--- config.mk ---
export PLATFORM = sky130hd
export DESIGN_NAME = vdi_ram
export DESIGN_NICKNAME = d
export VERILOG_FILES = /design/src/rtl/vdi_ram.sv
export SDC_FILE = /design/constraint.sdc
export NUM_CORES = 2
export LEC_CHECK = 0
export BUFFER_PORTS_ARGS = -buffer_cell sky130_fd_sc_hd__buf_2
export CORE_UTILIZATION = 35
export CTS_CLUSTER_SIZE = 40
export DETAILED_ROUTE_END_ITERATION = 7
export SYNTH_ARGS = -nofsm -noshare
export SYNTH_HDL_FRONTEND = slang
export SYNTH_SLANG_ARGS = --single-unit
--- constraint.sdc ---
create_clock -name clk -period 2.79 [get_ports clk]
set_clock_uncertainty 0.1 [all_clocks]
set_input_delay 0.1395 -clock clk [delete_from_list [all_inputs] [get_ports clk]]
set_output_delay 0.1395 -clock clk [all_outputs]
set_load 0.02 [all_outputs]
--- src/rtl/vdi_ram.sv ---
// Generic single-write, single-read RAM with a registered read port.
// No dependencies.
`timescale 1ns / 1ps

module vdi_ram #(
    parameter int WIDTH = 8,
    parameter int DEPTH = 256
) (
    input  logic                     clk,
    input  logic                     we,
    input  logic [$clog2(DEPTH)-1:0] waddr,
    input  logic [WIDTH-1:0]         wdata,
    input  logic [$clog2(DEPTH)-1:0] raddr,
    output logic [WIDTH-1:0]         rdata
);

    logic [WIDTH-1:0] mem [DEPTH];

    always_ff @(posedge clk)
    begin
        if (we)
        begin
            mem[waddr] <= wdata;
        end
        rdata <= mem[raddr];
    end

endmodule

==> metrics.txt <==
Cells after Synth=3,733; IO Port Bufs=33; # rows=174; critical path class=reg -> reg; CP startpoint=mem[211][5]$_DFFE_PP_; antenna violations before repair=16; Leakage=29.7 nW; Syn Std Cell Area=79,600 sq um; vias in the first global route=40,800; post-synthesis compound-gate area fraction=3.42%; synth warn=0; Clk pwr share=41.3%; placed wire-length estimate=132,000 um; final wirelength=205,000 um; Area after DPL=87,200 sq um; cells along the critical path=mux4_2, a22o_1, a221oi_1, buf_4, o32ai_1, nor3_1, buf_4, nor4_1; residual DRC count=0; most common cell in the netlist=edfxtp_1; Worst Tran Pin Value=1.04 ns; Reg-to-Reg Start=mem[211][5]$_DFFE_PP_; Net Count, Synth=3,759; synth cell count leaders=edfxtp_1 (2,048), mux4_2 (454), nor2_1 (282); via count=40,500; Crit. End Element=flip-flop; RSZ-0062 raised after global routing=false; share of layout cells above drive strength 1=30.1%; largest net degree at the start of global routing=101; Worst EP required=3.41 ns; FF-to-FF path depth=8; worst-path fanout max=1; initial core utilization=35.3%; xor-xnor portion of the synthesized cell area=0%; hold slack final=0.0994 ns; combinational share of power=5.4%; Post-DRT Antenna Nets=0; Tot Pwr=64.0 mW; Core Area=225,000 sq um; startpoint types=flip-flop; Flop pwr share=53.3%; Post-Synth Adder-Cell Area=0%; Int Pwr=50.2 mW; FF+latch count, synth=2,056; CTS H-tree depth=4; slew margin rel.=30.4%; # clock sinks=2,056; syn avg cell area=21.3 sq um; Slew Viols, Final=0; fill cell count=19,600; number of synthesized flops with an enable pin=2,048; DIE WIDTH=479 um; post-synthesis mux area share=14.6%; prevailing post-synth register cell=edfxtp_1; Clk pin slew, worst setup/hold paths=0.06 ns; period utilisation layout=96.0%; CTS buffer count=198; critical path's largest stage delay=0.57 ns; io pins=34; wire per inst=27.5 um; min Tclk post-route=2.68 ns; clk buf depth=3; first-pass GRT wire length=295,000 um; Hold Crit Class=in -> reg; endpoints failing setup=0; postcts setup bufs=0; asr flop ratio synth=0%; register area share after synthesis=77.5%; CP dominant cell by count=buf_4; Worst VDD drop=0.616 mV; gpl congestion=0.850; area grow syn2layout=17.8%; TritonCTS clock tree=done; Worst Path Arrival=3.30 ns; final hold violations=0; Synth Area in Simple Gates=2.63%; GRT Overall Usage=17.8%; R2R Path End=rdata[5]$_DFF_P_; status=finished, final reports clean; die height=479 um; final net count=4,333; main combinational cell family by area after synthesis=multiplexers; worst skew pair latency=0.84 ns; slowest stage cell, crit path=nor3_1; DRT Pass-1 Iters=6; fin area=93,700 sq um; Synth cell types=55; full die area=229,000 sq um; P per Cell Area=683 nW/um^2; max_cap viols=0; Root Driver=clkbuf_16; worst setup path endpoint=rdata[5]$_DFF_P_; GR Overflow Total=0; top-area cell type share of the netlist area=77.3%; main area contributors after synthesis=edfxtp_1 (77%), mux4_2 (13%), mux2i_1 (1.7%), nor2_1 (1.3%), a22oi_1 (1.3%); switching power=13.8 mW; Max Freq=0.373 GHz; vias per inst=5.42; cell taking the most area after synthesis=edfxtp_1; Sw Ratio=21.5%; DR iter-0 viols=4,824; flop2flop setup slack=0.11 ns
## registers in the layout, summed over array words and instances (netlist names)
name,count
mem,2048
rdata,8
## cells in the final DEF, fill, tap and decap left out, types with 33 or more instances in the layout
master | Yosys | final
o221ai_1 | 46 | 46
clkbuf_1 | 111 | 36
nand3_1 | 34 | 34
edfxtp_1 | 2048 | 2048
buf_12 | 8 | 67
a21oi_1 | 96 | 96
nand2_1 | 33 | 33
clkinv_2 | 0 | 43
buf_4 | 27 | 491
mux4_2 | 454 | 454
mux2i_1 | 134 | 134
a22oi_1 | 133 | 133
nor2_1 | 282 | 279
clkinv_1 | 1 | 43
clkbuf_16 | 0 | 199
## repair_timing
| item | in CTS | in global routing |
|---|---|---|
| endpoints found under the setup margin | 0 | 3 |
| gates resized for setup | 0 | 3 |
| hold buffers | 18 | 0 |
| endpoints found under the hold margin | 1742 | 0 |
## worst min path at each step
stage,startpoint,end,depth (start not counted)
CTS,we,mem[77][0]$_DFFE_PP_,4
global route,we,mem[77][0]$_DFFE_PP_,4
global placement,wdata[2],mem[246][2]$_DFFE_PP_,1
detailed placement,wdata[2],mem[245][2]$_DFFE_PP_,1
floorplan,wdata[0],mem[0][0]$_DFFE_PP_,0
finish,we,mem[232][6]$_DFFE_PP_,4
## critical path: cells and delay by family, from the launching register on
family                 cells  cell delay (ns)
and+or+nand+nor            2             0.63
AOI/OAI and AO/OA          3             0.59
muxes                      1             0.47
buffers and inverters      2             0.45
DFF                        1             0.36
## area by class of cell
cell class | count | area (sq um) | area share (%)
Antenna cell | 9 | 22.5 | 0.0240
Clock buffer | 236 | 5130 | 5.47
Clock inverter | 125 | 1200 | 1.28
Inverter | 2 | 7.51 | 0.00801
Multi-Input combinational cell | 1442 | 16500 | 17.6
Sequential cell | 2056 | 61700 | 65.8
Tap cell | 2992 | 3740 | 3.99
Timing Repair Buffer | 607 | 5460 | 5.83
## power by group through the flow
stage | Sequential, mW | Combinational (mW) | Clock, mW
2_1_floorplan | 34.8 | 1.65 | 0
3_3_place_gp | 34.8 | 3.39 | 0
3_5_place_dp | 34.8 | 3.43 | 0
4_1_cts | 34.1 | 3.46 | 26.9
5_1_grt | 34.1 | 3.63 | 28.0
6_report | 34.1 | 3.44 | 26.4
## cell families after synthesis
| logic type | after synthesis |
|---|---|
| simple gates | 466 |
| mux | 591 |
| buf+inv | 235 |
| flops | 2056 |
| compound gates | 385 |
## stage by stage
step	util (%)	instances	setup TNS, ns	setup WS (ns)
after floorplan	-	3733	0	0.613
after global placement	38.7	7081	-2.14	-0.422
after detailed placement	38.7	7081	-1.87	-0.441
after CTS	41.6	7460	0	0.0103
after global routing	41.6	7468	0	0.0857
final	41.6	7469	0	0.112
## routing by layer
| metal | vias up | GRT usage (%) | wire [um] | part of all wire, % |
|---|---|---|---|---|
| met2 | 1688 | 28.2 | 97900 | 48 |
| met4 | 6 | 5.22 | 6010 | 2.9 |
| met3 | 343 | 4.29 | 17500 | 8.5 |
| li1 | 16900 | - | - | - |
| met1 | 21500 | 24.3 | 83600 | 41 |
| met5 | - | 0 | 45 | 0.022 |
Power figures use the tool's default switching activity.
