**src/rtl/vdi_pkg.sv**
```systemverilog
// Package for the vertex dedup indexer: sizes, beat structs, result kinds
// and the float order-key function. No dependencies.
`timescale 1ns / 1ps

package vdi_pkg;

    localparam int MAX_VERTICES  = 256;
    localparam int MAX_DIMENSION = 8;
    localparam int TRI_VERTS     = 3;

    localparam int VIDX_W  = $clog2(MAX_VERTICES);
    localparam int CNT_W   = $clog2(MAX_VERTICES + 1);
    localparam int COMP_W  = (MAX_DIMENSION > 1) ? $clog2(MAX_DIMENSION) : 1;
    localparam int SADDR_W = VIDX_W + COMP_W;
    localparam int STORE_DEPTH = MAX_VERTICES * (1 << COMP_W);
    localparam int DIM_W   = 4;
    localparam int DCMP_W  = 5;
    localparam int TRI_W   = 2;

    localparam logic [1:0] KIND_COMP = 2'd0;
    localparam logic [1:0] KIND_IDX  = 2'd1;
    localparam logic [1:0] KIND_NONE = 2'd2;

    localparam logic [DIM_W-1:0] DIM_RESET = 4'd3;

    typedef struct packed {
        logic        req_type;
        logic [31:0] component_bits;
        logic        mesh_end;
    } in_item_t;

    typedef struct packed {
        logic [1:0]       result_kind;
        logic [31:0]      result_value;
        logic             result_final;
        logic [CNT_W-1:0] unique_total;
        logic             error_flag;
    } out_item_t;

    typedef struct packed {
        logic lt;
        logic gt;
    } cmp_t;

    function automatic logic [31:0] order_key(input logic [31:0] b);
        logic [31:0] v;
        v = (b == 32'h8000_0000) ? 32'h0 : b;
        return v[31] ? ~v : (v | 32'h8000_0000);
    endfunction

endpackage

```
**src/rtl/vdi_cmp.sv**
```systemverilog
// Component comparator: orders two float components as unsigned order keys, -0 equal to +0.
// Depends on vdi_pkg.
`timescale 1ns / 1ps

module vdi_cmp
    import vdi_pkg::*;
(
    input  logic [31:0] a,
    input  logic [31:0] b,
    output cmp_t        res
);

    logic [31:0] ka;
    logic [31:0] kb;

    assign ka     = order_key(a);
    assign kb     = order_key(b);
    assign res.lt = ka < kb;
    assign res.gt = ka > kb;

endmodule
```
**config.mk**
```make
export PLATFORM = sky130hd
export DESIGN_NAME = vdi_cmp
export DESIGN_NICKNAME = d
export VERILOG_FILES = /design/src/rtl/vdi_pkg.sv /design/src/rtl/vdi_cmp.sv
export SDC_FILE = /design/constraint.sdc
export NUM_CORES = 1
export LEC_CHECK = 0
export ABC_AREA = 1
export BUFFER_PORTS_ARGS = -buffer_cell sky130_fd_sc_hd__buf_2
export CORE_MARGIN = 2
export CORE_UTILIZATION = 50
export DETAILED_ROUTE_END_ITERATION = 8
export GPL_TIMING_DRIVEN = 1
export MAX_ROUTING_LAYER = met4
export PLACE_DENSITY = 0.93
export SLEW_MARGIN = 10
export SYNTH_ARGS = -nofsm -noshare
export SYNTH_HDL_FRONTEND = slang
export SYNTH_SLANG_ARGS = --single-unit
```
**constraint.sdc**
```tcl
create_clock -name vclk -period 2.84
set_clock_uncertainty 0.05 [all_clocks]
set_input_delay 0.284 -clock vclk [all_inputs]
set_output_delay 0.284 -clock vclk [all_outputs]
set_load 0.005 [all_outputs]
```
==> metrics.txt, run 1 <==
compound-gate portion of the synthesized area=roughly 14%; XOR/XNOR share of the synthesized area=between 20% and 30%; Seq/Total Area, Yosys=0%; halt point of the flow=global routing; Err=[ERROR GRT-0232] Routing congestion too high. Check the congestion heatmap in the GUI.; GRT overflow=14; dpl ws=-215.5 ps; worst endpoint type=top-level output; # port buffers=66; FP Rows=20; die width=about 61 µm; simple-gate share of the synthesized area=between 30% and 40%; Ports=66; Mean Syn Cell Area=approximately 6 µm²; GP Congestion=0.9500; Synth cell types=22; dpl hpwl=4387 µm; multiplexer share of the synthesized area=0%; main combinational cell family by area after synthesis=simple AND/OR/NAND/NOR gates; Placed Cells=428; Syn Nets=approximately 370; Post-Syn Area=around 1600 µm²; Initial Utilization=a little over half; Synth Area in Adders=between 20% and 30%; largest net degree at the start of global routing=17; outcome=did not finish; Syn Inst Count=270; post-GRT worst EP=res[0]; gr usage total=approximately 66%; Die Y=60.95 µm; synth warn=0
repair_timing:
item                                   in CTS
buffers inserted                            6
setup endpoints to repair                   2
hold buffers                                0
pin swaps                                  31
endpoints found under the hold margin       0
gates resized for setup                    34
cell usage after synthesis:
cell / instances / share of area, %
nor3_2: 1 / 0.62
nand3_1: 3 / 0.93
o21ai_1: 2 / 0.62
nor3_1: 3 / 0.93
nand4_1: 4 / 1.5
buf_6: 1 / 0.69
o211ai_1: 1 / 0.46
o21ai_0: 6 / 1.9
o21a_1: 2 / 0.93
inv_1: 10 / 2.3
nand2_1: 48 / 11
buf_2: 3 / 0.93
ha_1: 31 / 24
buf_4: 2 / 0.93
clkbuf_1: 2 / 0.46
xor2_1: 43 / 23
a211oi_1: 3 / 1.4
nor2_2: 3 / 1.2
inv_2: 3 / 0.69
nor2_1: 70 / 16
a21o_1: 1 / 0.46
a21oi_1: 28 / 8.6
cell families after synthesis:
group | after synthesis
compound gates | 43
xor+xnor | 43
fa+ha+maj | 31
buf+inv | 21
simple gates | 132
through the flow:
| step | setup TNS (ps) | instance area (µm²) |
|---|---|---|
| floorplan | 0 | 1622 |
| global placement | -66.46 | 2404 |
| detailed placement | -391.4 | 2404 |
| CTS | -103.3 | 2592 |
metal layers:
metal	global-route usage [%]	GRT overflow
met4	73.29	9
met2	86.02	5
met1	61.55	0
met5	-	-
met3	41.36	0
==> run 2, diff against run 1 <==
--- a/config.mk
+++ b/config.mk
@@ -8,11 +8,10 @@
 export ABC_AREA = 1
 export BUFFER_PORTS_ARGS = -buffer_cell sky130_fd_sc_hd__buf_2
 export CORE_MARGIN = 2
-export CORE_UTILIZATION = 50
+export CORE_UTILIZATION = 35
 export DETAILED_ROUTE_END_ITERATION = 8
 export GPL_TIMING_DRIVEN = 1
-export MAX_ROUTING_LAYER = met4
-export PLACE_DENSITY = 0.93
+export PLACE_DENSITY_LB_ADDON = 0.15
 export SLEW_MARGIN = 10
 export SYNTH_ARGS = -nofsm -noshare
 export SYNTH_HDL_FRONTEND = slang
==> metrics.txt, run 2 <==
outcome=complete, but fails checks (was did not finish); failing checks=setup timing; diode count=0; commonest cells after routing, fill and taps aside=86 x buf_4, 48 x buf_2, 41 x nor2_1, 41 x xor2_1, 34 x nand2_1; final WL=5531 µm; Initial DRC Count=53; leak pwr=around 1.6 nW; GP Congestion=0.8134 (was 0.9500); FMAX=0.3412 GHz; Worst Setup EP=res[0]; 1st-pass router iterations=4; top sig layer=met4; crit-path cells=buf_2 > inv_1 > nand2_1 > nor2_1 > nand2_1 > nor2_1 > nand2_2 > nand2_4 > buf_8 > nand2_4 > o21ai_2 > ha_1 > a21oi_1 > nor2_1 > a211oi_2 > o21ai_2 > a21oi_2 > nor3_2 > nor2_2 > nor2_2 > buf_2; FFs & Latches=0; layout cell share with drive strength beyond 1=approximately 53%; minimum clock period=2931 ps; Total Neg Setup Slack=-138.1 ps; Critical Path AT=about 2600 ps; setup violators final=2; FF+latch area=0 µm²; PD cells=~180 nW/µm²; routed wl met2=a little under 3000 µm; worst-path fanout max=8; kind of critical path=input pin to output port; area leader, netlist=ha_1 (unchanged); Post-Syn Area=1622 µm² (unchanged); Hold Path Class=input pin to output port; synth-to-layout area growth=89.43%; Startpoint Class=input pin; worst hold slack=between 1000 and 1500 ps; DRT met1 WL=between 2000 and 2500 µm; Die Y=72.07 µm (was 60.95 µm); Post-DRT Antenna Nets=0; largest net degree at the start of global routing=23; relative slew slack=approximately 81%; top area cells in the synthesized netlist=ha_1 24%, xor2_1 23%, nor2_1 16%, nand2_1 11%, a21oi_1 8.6% (unchanged); Post-DP Area=2574 µm² (was 2404 µm²); vias in the first global route=roughly 1900; # port buffers=66 (unchanged); Worst path slowest cell=ha_1; routed vias=2204; post-route cell area=around 3100 µm²; Worst VDD drop=96.51 µV; MaxCap Viol Count=0; antenna violations before repair=0; Synth cell types=22 (unchanged); GRT overflow=0; Critical Path RT=around 2500 ps; Final Util=around 70%; Initial Utilization=36.73% (was 52.68%); dpl hpwl=4092 µm (was 4387 µm); commonest non-fill, non-tap cell in the layout=buf_4; Placed Cells=459 (was 428); WHS Path Cells=10; Seq/Total Area, Yosys=0% (unchanged); DR WL/cell=11.72 µm; Top delay family on crit path=simple AND/OR/NAND/NOR gates; Synth top area share=23.92% (unchanged); die width=72.07 µm (was 60.95 µm); final count of pins violating max slew=0; CP Buf/Inv Count=4; final net count=between 500 and 600; Via density=between 4 and 5; cell count along the critical path=21; synth warn=0 (unchanged); Core Area=between 4000 and 5000 µm²; Mean Syn Cell Area=6.006 µm² (unchanged); top-count cell post-synth=nor2_1 (unchanged); most instantiated cells after synthesis=70 x nor2_1, 48 x nand2_1, 43 x xor2_1 (unchanged); Worst Setup SP=b[30]; Power, Total=0.5398 mW; routed wl met3=around 160 µm; Syn Inst Count=270 (unchanged); fin cells=between 400 and 500; Final Hold Fails=0; worst setup margin=-90.95 ps; Crit path largest cell delay=around 250 ps; drc violations=0; Critical Path End Type=output port; transition time of the tightest slew-check pin=between 200 and 300 ps; Tcrit/Tclk final=103.2%; first-pass GRT wire length=7852 µm; clock buffers=0; Ports=66 (unchanged); most used cell, CP=nor2_1; Syn Nets=365 (unchanged); die area=approximately 5200 µm²; gr usage total=between 15 and 20%; dpl ws=-200.9 ps (was -215.5 ps); RSZ-0062 raised after global routing=yes; FP Rows=24 (was 20)
## run 2: cell counts after synthesis
No cell type changed its count.
## run 2: routing by layer
metal  vias to the layer above  global-route usage (%)
met3                         4                  0.1389
met1                       975                   23.73
li1                       1186                       -
met5                         -                       0
met2                        39                   34.96
met4                         0                       0
## run 2: timing repair
action                                  4_1_cts  5_1_grt
resized for setup                            12       86
pin swaps                                    12       63
cloned                                        0        2
endpoints found under the setup margin        2        2
setup buffers                                 3        8
hold buffers                                  0        0
## run 2: power breakdown
part,switching (mW),internal [mW],total [mW]
combinational,0.255,0.285,0.540
sequential,0,0,0
clock,0,0,0
total,0.255,0.285,0.540
## run 2: area by class of cell
| cell class | count | area (µm²) |
|---|---|---|
| inverters | 13 | 48.80 |
| well taps | 52 | 65.06 |
| repair buffers | 158 | 1200 |
| multi-input cells | 249 | 1758 |
| fillers | 374 | 1343 |
## run 2: logic make-up (layout without fill, tap and decap cells)
kind of cell               count (synthesis)  in the layout  synth area share (%)
and+or+nand+nor                          132            132                 32.48
buffers and inverters                     21            171                 6.018
xor gates and xnor gates                  43             43                 23.23
AOI/OAI and AO/OA                         43             43                 14.35
adders and majority gates                 31             31                 23.92
## run 2: how the worst min path moves through the flow
stage | from | end | slack [ps]
after floorplan | b[31] | res[1] | 900
after global placement | b[30] | res[1] | 1390
after global routing | b[30] | res[1] | 1470
after detailed placement | b[30] | res[1] | 1390
after CTS | b[30] | res[1] | 1400
final | b[30] | res[1] | 1400
(Power assumes the default switching activity.)
==> run 3, diff against run 2 <==
--- a/config.mk
+++ b/config.mk
@@ -5,8 +5,9 @@
 export SDC_FILE = /design/constraint.sdc
 export NUM_CORES = 1
 export LEC_CHECK = 0
-export ABC_AREA = 1
 export BUFFER_PORTS_ARGS = -buffer_cell sky130_fd_sc_hd__buf_2
+export CELL_PAD_IN_SITES_DETAIL_PLACEMENT = 1
+export CELL_PAD_IN_SITES_GLOBAL_PLACEMENT = 1
 export CORE_MARGIN = 2
 export CORE_UTILIZATION = 35
 export DETAILED_ROUTE_END_ITERATION = 8
==> metrics.txt, run 3 <==
outcome=complete, but fails checks (unchanged); failing checks=setup timing (unchanged); # port buffers=66 (unchanged); area leader, netlist=ha_1 (unchanged); FP Rows=25 (was 24); final WL=6347 µm (was 5531 µm); layout cell share with drive strength beyond 1=46.03% (was 52.86%); gr usage total=23.65% (was 18.08%); DR WL/cell=14.26 µm (was 11.72 µm); FF+latch area=0 µm² (unchanged); CTS Hold Bufs=0 (unchanged); Worst Setup SP=a[0] (was b[30]); Power, Total=0.5466 mW (was 0.5398 mW); vias in the first global route=2383 (was 1924); routed vias=2230 (was 2204); final count of pins violating max slew=0 (unchanged); RSZ-0062 raised after global routing=yes (unchanged); transition time of the tightest slew-check pin=506.9 ps (was 287.8 ps); Seq/Total Area, Yosys=0% (unchanged); Die Y=73.86 µm (was 72.07 µm); Critical Path AT=3260 ps (was 2600 ps); dpl hpwl=5475 µm (was 4092 µm); Post-Syn Area=1708 µm² (was 1622 µm²); Critical Path End Type=output port (unchanged); relative slew slack=66.20% (was 80.69%); Final Hold Fails=0 (unchanged); Syn Nets=340 (was 365); Synth cell types=31 (was 22); setup violators final=2 (unchanged); diode count=0 (unchanged); Tcrit/Tclk final=126.4% (was 103.2%); MaxCap Viol Count=0 (unchanged); Worst Setup EP=res[0] (unchanged); GRT overflow=0 (unchanged); Ports=66 (unchanged); synth-to-layout area growth=66.67% (was 89.43%); worst hold slack=1384 ps (was 1401 ps); PD cells=192.0 nW/µm² (was 175.7 nW/µm²); GP Congestion=0.8136 (was 0.8134); worst-path fanout max=9 (was 8); most instantiated cells after synthesis=36 x nand2_1, 33 x nor2_1, 32 x xor2_1 (was 70 x nor2_1, 48 x nand2_1, 43 x xor2_1); Core Area=4723 µm² (was 4414 µm²); antenna violations before repair=0 (unchanged); Critical Path RT=2510 ps (about the same); Synth top area share=22.71% (was 23.92%); Placed Cells=444 (was 459); Via density=5.011 (was 4.669); FFs & Latches=0 (unchanged); top area cells in the synthesized netlist=ha_1 23%, xor2_1 16%, xnor2_1 15%, nand2_1 7.9%, nor2_1 7.3% (was ha_1 24%, xor2_1 23%, nor2_1 16%, nand2_1 11%, a21oi_1 8.6%); Startpoint Class=input pin (unchanged); die width=73.86 µm (was 72.07 µm); Syn Inst Count=245 (was 270); commonest cells after routing, fill and taps aside=77 x buf_4, 66 x buf_2, 35 x nand2_1 (was 86 x buf_4, 48 x buf_2, 41 x nor2_1, 41 x xor2_1, 34 x nand2_1); Initial Utilization=36.16% (was 36.73%); drc violations=0 (unchanged); die area=5455 µm² (was 5193 µm²); fin cells=445 (was 472); final net count=475 (was 517); leak pwr=1.429 nW (was 1.567 nW); Filler Cell Count=623 (was 374); 1st-pass router iterations=4 (unchanged); minimum clock period=3590 ps (was 2931 ps); top-count cell post-synth=nand2_1 (was nor2_1); clock buffers=0 (unchanged); largest net degree at the start of global routing=34 (was 23); worst setup margin=-750.2 ps (was -90.95 ps); Worst VDD drop=103.9 µV (was 96.51 µV); first-pass GRT wire length=10400 µm (was 7852 µm); commonest non-fill, non-tap cell in the layout=buf_4 (unchanged); Initial DRC Count=61 (was 53); Hold Path Class=input pin to output port (unchanged); synth warn=0 (unchanged); Mean Syn Cell Area=6.971 µm² (was 6.006 µm²); FMAX=0.2785 GHz (was 0.3412 GHz); kind of critical path=input pin to output port (unchanged); Post-DRT Antenna Nets=0 (unchanged)
run 3: changes by cell type after synthesis, sizes merged, moves of 4 or more:
cell,change
a21oi,-20
clkbuf,+10
inv,-13
nand2,-12
nand4,+7
nor2,-40
nor4,+16
o211ai,+4
xnor2,+30
xor2,-11
run 3: what timing repair did:
item,4_1_cts,5_1_grt
pin swaps,4,2
buffers inserted,0,1
gates resized for setup,11,1
endpoints found under the setup margin,2,2
run 3: cell families (layout without fill, tap and decap cells):
kind of cell | Yosys count | count (layout) | share of synthesized area (%)
simple gates | 108 | 108 | 30.18
fa+ha+maj | 33 | 33 | 23.96
xor+xnor | 62 | 62 | 31.79
compound gates | 27 | 27 | 10.62
buf+inv | 15 | 148 | 3.443
run 3: worst max-delay path, cell delays in order:
cell      delay (ps)
buf_2            110
nor4_2           350
nand4_1          260
nor2_4           230
buf_6            160
nor2_2            50
ha_1             310
o211ai_1         190
o211ai_1         150
a221oi_2         290
o21ai_2          110
o311a_1          310
maj3_2           320
buf_2            130
run 3: through the flow:
stage,utilization [%],instance area [µm²],TNS [ps],worst slack (ps)
6_report,60.26,2846,-1435,-750.2
5_1_grt,60.26,2846,-1641,-856.7
4_1_cts,59.97,2833,-1391,-742.5
3_5_place_dp,58.83,2779,-1529,-809.7
3_3_place_gp,58.83,2779,-1284,-695.1
2_1_floorplan,-,1859,-173.4,-164.6
run 3: how the worst min path moves through the flow:
stage	endpoint	startpoint	cells after the start	slack [ps]
2_1_floorplan	res[1]	b[31]	3	860
3_3_place_gp	res[0]	a[8]	7	1380
3_5_place_dp	res[0]	a[31]	5	1380
4_1_cts	res[0]	a[31]	5	1390
5_1_grt	res[0]	a[31]	5	1450
6_report	res[0]	a[31]	5	1380
run 3: power by group:
part | leakage [nW] | internal, mW | total [mW] | switching, mW
clock network | 0 | 0 | 0 | 0
registers | 0 | 0 | 0 | 0
logic | 1.43 | 0.277 | 0.547 | 0.270
run 3: cell type report:
type | instances | area (µm²) | area share, %
Multi-Input combinational cell | 230 | 1780 | 62.55
Tap cell | 67 | 83.83 | 2.945
Timing Repair Buffer | 148 | 982.2 | 34.51
run 3: per-layer routing:
layer	track usage, %	wire length (µm)
met1	28.39	2606
met2	46.63	3401
met3	0.5487	231
met4	3.838	108
met5	0	0
